`src/mbrtu_pkg.sv`:
```
package mbrtu_pkg;

  localparam int unsigned MAX_FRAME_BYTES_DEF = 256;
  localparam int unsigned CNT_W               = 9;
  localparam int unsigned HDR_DEPTH           = 7;
  localparam int unsigned HDR_IDX_W           = $clog2(HDR_DEPTH);

  localparam logic [1:0] ERR_NONE  = 2'd0;
  localparam logic [1:0] ERR_SHORT = 2'd1;
  localparam logic [1:0] ERR_CRC   = 2'd2;
  localparam logic [1:0] ERR_LONG  = 2'd3;

  localparam logic [7:0] FC_EXC_MIN       = 8'h80;
  localparam logic [7:0] FC_READ_COILS    = 8'h01;
  localparam logic [7:0] FC_READ_DISCRETE = 8'h02;
  localparam logic [7:0] FC_READ_HOLDING  = 8'h03;
  localparam logic [7:0] FC_READ_INPUT    = 8'h04;
  localparam logic [7:0] FC_WRITE_COIL    = 8'h05;
  localparam logic [7:0] FC_WRITE_REG     = 8'h06;
  localparam logic [7:0] FC_WRITE_COILS   = 8'h0F;
  localparam logic [7:0] FC_WRITE_REGS    = 8'h10;

  typedef logic [HDR_DEPTH-1:0][7:0] hdr_t;

  typedef struct packed {
    logic [7:0] rx_byte;
    logic       frame_end;
  } in_t;

  typedef struct packed {
    logic        frame_ok;
    logic [1:0]  error_code;
    logic        is_exception;
    logic [7:0]  exception_code;
    logic        is_response;
    logic [7:0]  slave_address;
    logic [7:0]  function_code;
    logic [15:0] start_address;
    logic [15:0] quantity;
    logic [2:0]  data_offset;
    logic [7:0]  data_length;
    logic [15:0] crc_value;
  } out_t;

  typedef struct packed {
    hdr_t             hdr;
    logic [CNT_W-1:0] count;
    logic             overlong;
    logic             crc_ok;
    logic [15:0]      tail;
  } frame_t;

endpackage

```
`src/mbrtu_decode.sv`:
```
module mbrtu_decode (
  input  mbrtu_pkg::frame_t frm,
  output mbrtu_pkg::out_t   res
);

  localparam logic [2:0] OFF_REQ    = 3'd2;
  localparam logic [2:0] OFF_RESP   = 3'd3;
  localparam logic [2:0] OFF_SINGLE = 3'd4;
  localparam logic [2:0] OFF_MULTI  = 3'd7;

  mbrtu_pkg::hdr_t h;
  logic [mbrtu_pkg::CNT_W-1:0] n;

  function automatic logic [7:0] clip_len(input logic [8:0] want, input logic [8:0] size,
                                          input logic [2:0] off);
    logic [8:0] off_w;
    logic [8:0] left;
    logic [8:0] m;
    off_w = {6'd0, off};
    left  = (size > off_w) ? size - off_w : 9'd0;
    m     = (want < left) ? want : left;
    return (m > 9'd255) ? 8'hFF : m[7:0];
  endfunction

  assign h = frm.hdr;
  assign n = frm.count;

  always_comb begin
    res = '0;
    if (n < 9'd4) begin
      res.error_code = mbrtu_pkg::ERR_SHORT;
    end else if (frm.overlong) begin
      res.error_code = mbrtu_pkg::ERR_LONG;
    end else if (!frm.crc_ok) begin
      res.error_code = mbrtu_pkg::ERR_CRC;
    end else begin
      res.error_code    = mbrtu_pkg::ERR_NONE;
      res.frame_ok      = 1'b1;
      res.slave_address = h[0];
      res.function_code = h[1];
      if (h[1] >= mbrtu_pkg::FC_EXC_MIN) begin
        res.is_exception   = 1'b1;
        res.exception_code = h[2];
      end else begin
        res.crc_value = {frm.tail[7:0], frm.tail[15:8]};
        unique case (h[1]) inside
          mbrtu_pkg::FC_READ_COILS, mbrtu_pkg::FC_READ_DISCRETE,
          mbrtu_pkg::FC_READ_HOLDING, mbrtu_pkg::FC_READ_INPUT: begin
            if (n == 9'd8) begin
              res.start_address = {h[2], h[3]};
              res.quantity      = {h[4], h[5]};
              res.data_offset   = OFF_REQ;
              res.data_length   = clip_len(9'd4, n, OFF_REQ);
            end else if (n > 9'd4) begin
              res.quantity    = {9'd0, h[2][7:1]};
              res.data_offset = OFF_RESP;
              res.data_length = clip_len({1'b0, h[2]}, n, OFF_RESP);
              res.is_response = 1'b1;
            end
          end
          mbrtu_pkg::FC_WRITE_COIL, mbrtu_pkg::FC_WRITE_REG: begin
            if (n >= 9'd6) begin
              res.start_address = {h[2], h[3]};
              res.data_offset   = OFF_SINGLE;
              res.data_length   = clip_len(9'd2, n, OFF_SINGLE);
            end
          end
          mbrtu_pkg::FC_WRITE_COILS, mbrtu_pkg::FC_WRITE_REGS: begin
            if (n >= 9'd7) begin
              res.start_address = {h[2], h[3]};
              res.quantity      = {h[4], h[5]};
              res.data_offset   = OFF_MULTI;
              res.data_length   = clip_len({1'b0, h[6]}, n, OFF_MULTI);
            end
          end
          default: begin
            res.data_offset = OFF_REQ;
            res.data_length = clip_len(n - 9'd4, n, OFF_REQ);
          end
        endcase
      end
    end
  end

endmodule

```
`src/modbus_rtu_frame_parser_unit.sv`:
```
// Modbus RTU frame parser.
// Input channel (in_valid, in_stall, in_data): one frame byte per transfer,
// in_data.frame_end set on the last byte of the frame. Bytes are taken at one
// per cycle while in_stall is low; the running CRC-16 (0xA001 reflected,
// start 0xFFFF) is updated on every byte in the same cycle it is taken.
// Result channel (out_valid, out_stall, out_data): one result per frame,
// showing the error outcome or the decoded header, data window and CRC.
// The frame snapshot is captured into the snapshot register, then decoded
// into the output register, which holds the result. Throughput: one byte per
// cycle while in_stall is low, including a new frame directly after a final
// byte.
// A stalled result holds in the output register; one more finished frame can
// wait in the snapshot register, and only then does in_stall rise.
// Bytes past MAX_FRAME_BYTES are not counted and flag the frame as overlong.
// Reset clears byte count, tail bytes, overlong flag and both valid flags and
// sets CRC to 0xFFFF; the header store is not cleared, only read within frame.
module modbus_rtu_frame_parser_unit #(
  parameter int unsigned MAX_FRAME_BYTES = mbrtu_pkg::MAX_FRAME_BYTES_DEF
) (
  input  logic              clk,
  input  logic              rst_n,
  input  logic              in_valid,
  output logic              in_stall,
  input  mbrtu_pkg::in_t    in_data,
  output logic              out_valid,
  input  logic              out_stall,
  output mbrtu_pkg::out_t   out_data
);

  localparam int unsigned CW = mbrtu_pkg::CNT_W;
  localparam logic [CW-1:0] MAX_CNT  = CW'(MAX_FRAME_BYTES);
  localparam logic [CW-1:0] HDR_CNT  = CW'(mbrtu_pkg::HDR_DEPTH);
  localparam logic [15:0]   CRC_POLY = 16'hA001;
  localparam logic [15:0]   CRC_INIT = 16'hFFFF;

  mbrtu_pkg::hdr_t   hdr_r;
  mbrtu_pkg::hdr_t   hdr_nxt;
  logic [CW-1:0]     cnt_r;
  logic [CW-1:0]     cnt_nxt;
  logic [15:0]       crc_r;
  logic [15:0]       crc_nxt;
  logic [15:0]       tail_r;
  logic [15:0]       tail_nxt;
  logic              ovl_r;
  logic              ovl_nxt;
  logic              cnt_room;

  mbrtu_pkg::frame_t snap_r;
  logic              snap_vld_r;
  logic              snap_vld_nxt;
  mbrtu_pkg::out_t   dec_res;
  mbrtu_pkg::out_t   out_r;
  logic              out_vld_r;
  logic              out_vld_nxt;

  logic              in_acc;
  logic              out_adv;
  logic              frame_done;

  function automatic logic [15:0] crc_byte(input logic [15:0] crc_in, input logic [7:0] b);
    logic [15:0] c;
    c = crc_in ^ {8'd0, b};
    for (int i = 0; i < 8; i++) begin
      c = c[0] ? ((c >> 1) ^ CRC_POLY) : (c >> 1);
    end
    return c;
  endfunction

  assign out_adv    = !out_vld_r || !out_stall;
  assign in_stall   = snap_vld_r && !out_adv;
  assign in_acc     = in_valid && !in_stall;
  assign frame_done = in_acc && in_data.frame_end;

  always_comb begin
    cnt_room = cnt_r < MAX_CNT;
    hdr_nxt  = hdr_r;
    if (cnt_r < HDR_CNT) begin
      hdr_nxt[cnt_r[mbrtu_pkg::HDR_IDX_W-1:0]] = in_data.rx_byte;
    end
    cnt_nxt  = cnt_room ? cnt_r + CW'(1) : cnt_r;
    ovl_nxt  = ovl_r || !cnt_room;
    crc_nxt  = crc_byte(crc_r, in_data.rx_byte);
    tail_nxt = {tail_r[7:0], in_data.rx_byte};
  end

  assign snap_vld_nxt = (snap_vld_r && !out_adv) || frame_done;
  assign out_vld_nxt  = out_adv ? snap_vld_r : out_vld_r;

  mbrtu_decode u_decode (
    .frm (snap_r),
    .res (dec_res)
  );

  always_ff @(posedge clk) begin
    if (!rst_n) begin
      cnt_r      <= '0;
      crc_r      <= CRC_INIT;
      tail_r     <= '0;
      ovl_r      <= 1'b0;
      snap_vld_r <= 1'b0;
      out_vld_r  <= 1'b0;
    end else begin
      snap_vld_r <= snap_vld_nxt;
      out_vld_r  <= out_vld_nxt;
      if (in_acc) begin
        if (in_data.frame_end) begin
          cnt_r  <= '0;
          crc_r  <= CRC_INIT;
          tail_r <= '0;
          ovl_r  <= 1'b0;
        end else begin
          cnt_r  <= cnt_nxt;
          crc_r  <= crc_nxt;
          tail_r <= tail_nxt;
          ovl_r  <= ovl_nxt;
        end
      end
    end
  end

  always_ff @(posedge clk) begin
    if (in_acc) begin
      hdr_r <= hdr_nxt;
    end
    if (frame_done) begin
      snap_r.hdr      <= hdr_nxt;
      snap_r.count    <= cnt_nxt;
      snap_r.overlong <= ovl_nxt;
      snap_r.crc_ok   <= (crc_nxt == 16'd0);
      snap_r.tail     <= tail_nxt;
    end
    if (out_adv && snap_vld_r) begin
      out_r <= dec_res;
    end
  end

  assign out_valid = out_vld_r;
  assign out_data  = out_r;

endmodule
```
`config.mk`:
```
export PLATFORM = sky130hd
export DESIGN_NAME = modbus_rtu_frame_parser_unit
export DESIGN_NICKNAME = d
export VERILOG_FILES = /design/src/mbrtu_pkg.sv /design/src/mbrtu_decode.sv /design/src/modbus_rtu_frame_parser_unit.sv
export SDC_FILE = /design/constraint.sdc
export NUM_CORES = 1
export LEC_CHECK = 0
export BUFFER_PORTS_ARGS = -buffer_cell sky130_fd_sc_hd__buf_2
export CAP_MARGIN = 20
export CORE_UTILIZATION = 50
export CTS_BUF_LIST = sky130_fd_sc_hd__clkbuf_4
export DETAILED_ROUTE_END_ITERATION = 8
export PLACE_DENSITY = 0.81
export REMOVE_ABC_BUFFERS = 1
export SYNTH_ARGS = -nofsm -noshare
export SYNTH_HDL_FRONTEND = slang
export SYNTH_SLANG_ARGS = --single-unit
```
`constraint.sdc`:
```
create_clock -name clk -period 23.3 [get_ports clk]
set_clock_uncertainty 0.2 [all_clocks]
set_input_delay 1.165 -clock clk [delete_from_list [all_inputs] [get_ports clk]]
set_output_delay 1.165 -clock clk [all_outputs]
set_load 0.02 [all_outputs]
```
==> impl_metrics.json <==
{
  "status": "complete, no violations",
  "dieArea_um2": 24300,
  "cp-start-kind": "flop",
  "routedWlPerCell_um": 18.3,
  "fmax_mhz": 215,
  "cp_cell_sequence": "inv_1, ha_1, nor3b_2, nand2_1, xnor2_1, nand2b_1, ha_1, a21o_1, a21o_1, a221o_1, a31oi_2, mux2i_1, nor2_1, a221oi_1",
  "max_slew_margin_pct": 33.4,
  "drv_slew": 0,
  "power.total_uw": 1030,
  "grt_first_pass_wirelength_mm": 39.4,
  "dp_hpwl_mm": 16.3,
  "postCtsSetupBuffers": 0,
  "synthCells": 875,
  "vdd_drop_max_mv": 0.0526,
  "power_frac_clock_pct": 37.8,
  "cp.arrival_ns": 4.84,
  "period_share_pct": 19.9,
  "critPathKind": "flop to flop",
  "post_cts_resize_count": 0,
  "via_count": 7581,
  "synth_top_area_cell": "edfxtp_1",
  "rows": 55,
  "finalSetupViolCount": 0,
  "grt.overflow.total": 0,
  "setup-tns-final_ns": 0,
  "synth_area_um2": 11800,
  "tightest_slew_ns": 0.998,
  "clockRootBuffer": "clkbuf_4",
  "p_comb_share_pct": 9.4,
  "cts.sinks": 263,
  "ios": 103,
  "port-buffer-count": 102,
  "drv_cap": 0,
  "rsz0062_at_grt": "no",
  "start_util_pct": 51.7,
  "clk_pin_slew_ns": 0.07,
  "drtPass1Iterations": 5,
  "routed_via_density": 5.51,
  "hold_viol": 0,
  "cts_buffers": 68,
  "cts_max_path_buffers": 3,
  "powerDensity_nw_per_um2": 76.4,
  "insertion_delay_ns": 0.67,
  "async_flop_share_pct": 0,
  "p_int_uw": 778,
  "drc": 0,
  "area_growth_pct": 14.1,
  "yosys_warnings": 0,
  "dr.max_layer_used": "met4",
  "fp.dieH_um": 156,
  "die_w_um": 156,
  "synth_area_per_cell_um2": 13.5,
  "first_global_vias": 7481,
  "ys_seq_elements": 263,
  "ant_nets": 0,
  "max_stage_delay_ns": 0.59,
  "ys_seq_area_share_pct": 63.6,
  "power_leakage_uw": 0.00508,
  "hp-class": "flop to flop",
  "fillers": 1839,
  "met3_length_mm": 1.61,
  "core-area_um2": 22900,
  "final_cell_mix": "edfxtp_1 (227), buf_2 (102), clkbuf_4 (98)",
  "gp_congestion": 0.932,
  "synth_edf_count": 227,
  "nets": 1058,
  "cp_max_fo": 15,
  "crit_required_ns": 23.49,
  "drive_above_1_share_pct": 29.6,
  "yosysTopAreaCellShare_pct": 57.5,
  "cp_slowest_cell": "a31oi_2",
  "cts.htree.levels": 3,
  "drt_iter0_drc": 520,
  "grt_use_total_pct": 21.2,
  "cp-end-kind": "flop",
  "grt_max_degree": 89,
  "diodes": 0,
  "cts_tree": "done",
  "routed_wl_mm": 25.2,
  "synth_ff_type": "edfxtp_1",
  "final_common_cell": "edfxtp_1",
  "period_needed_ns": 4.65,
  "holdBufCountCts": 0,
  "antenna_found_initial": 0,
  "finish.utilization_pct": 59.0,
  "p_switching_uw": 254,
  "sequentialPowerShare_pct": 52.8,
  "synthDistinctLibCells": 67,
  "synthTopCellsByArea": "edfxtp_1 (58%), dfxtp_1 (6.1%), mux2_2 (5.7%)",
  "dr_wl_met2_mm": 12.1,
  "met1_length_mm": 10.9,
  "switching_share_pct": 24.6
}
[registers in the layout (all words and copies together), names as in the netlist]
name / flops
out_data: 88
snap_r: 83
hdr_r: 56
crc_r: 16
cnt_r: 9
tail_r: 8
out_valid: 1
ovl_r: 1
snap_vld_r: 1
[routing by layer]
layer | track usage (%) | vias up
met4 | 8.08 | 0
met2 | 34.7 | 267
li1 | - | 3569
met1 | 27.2 | 3690
met3 | 5.44 | 55
met5 | 0 | -
[cell families (layout without fill, tap and decap cells)]
group | after synthesis | in the layout | synth area share [%]
AOI/OAI and AO/OA | 118 | 118 | 7.80
xor gates and xnor gates | 46 | 46 | 3.40
adders and majority gates | 33 | 33 | 3.49
buffers and inverters | 64 | 251 | 2.25
DFF | 263 | 263 | 63.6
muxes | 69 | 69 | 6.46
and+or+nand+nor | 282 | 282 | 13.0
[cells in the mapped netlist (3+ instances only)]
library cell  number
o21ai_0            8
a31oi_1            7
nand4_1            9
dfxtp_1           36
a22oi_1           12
a21o_1             7
nand3_1           21
xnor2_1           34
nor4_1             4
o211ai_1           9
nand2_1           67
and2_1            64
or2_2             10
or3_1              3
o21a_1             3
inv_1             19
buf_2              6
nor3_1             8
edfxtp_1         227
mux2i_1            9
o311a_1            4
nand3b_1          10
a21oi_1           18
and3_1            10
nor2_1            36
nor2b_1           14
and4_1             3
nand2b_1           9
clkbuf_1          35
a21boi_0          14
mux2_2            60
ha_1              33
a221oi_1           6
xor2_1            12
[layout make-up]
type | instances | area (um^2) | share of cell area, %
flip-flops and latches | 263 | 7540 | 55.8
well taps | 313 | 392 | 2.90
repair buffers | 112 | 606 | 4.48
clock buffers | 98 | 736 | 5.44
multi-input cells | 548 | 4050 | 30.0
inverters | 19 | 72.6 | 0.537
clock inverters | 22 | 124 | 0.916
[stage by stage]
stage               instances  hold WS, ns  setup slack, ns  instance area [um^2]
floorplan                 830        0.208            14.88                 11600
global placement         1254        0.212            18.75                 12600
detailed placement       1254        0.221            18.64                 12600
CTS                      1374        0.238            18.67                 13500
global route             1375        0.245            18.17                 13500
finish                   1375        0.234            18.65                 13500
[path summary, 6_finish.rpt]
path                                 start           end  slack (ns)  cells past startpoint
worst max register to register  snap_r[20]  out_data[18]       18.65                     14
worst max-delay path            snap_r[20]  out_data[18]       18.65                     14
worst min-delay path             tail_r[0]     snap_r[8]        0.23                      0
worst min register to register   tail_r[0]     snap_r[8]        0.23                      0
[power groups by stage]
stage / sequential (uW) / combinational (uW) / clock [uW]
final: 546 / 96.6 / 390
after global placement: 555 / 94.3 / 0
after CTS: 546 / 96.4 / 400
after global routing: 548 / 106 / 424
after floorplan: 559 / 64.6 / 0
after detailed placement: 556 / 95.7 / 0
[worst max-delay path, delay by kind of cell, from the launching register on]
kind,cells,cell delay (ns)
multiplexers,1,0.16
flip-flops,1,0.53
AO/OA/AOI/OAI,5,1.46
adder cells (fa/ha/maj),2,0.56
XOR/XNOR,1,0.14
AND/OR/NAND/NOR,4,1.07
buffers and inverters,1,0.27
Note: power is estimated with default switching activity, not from simulation.
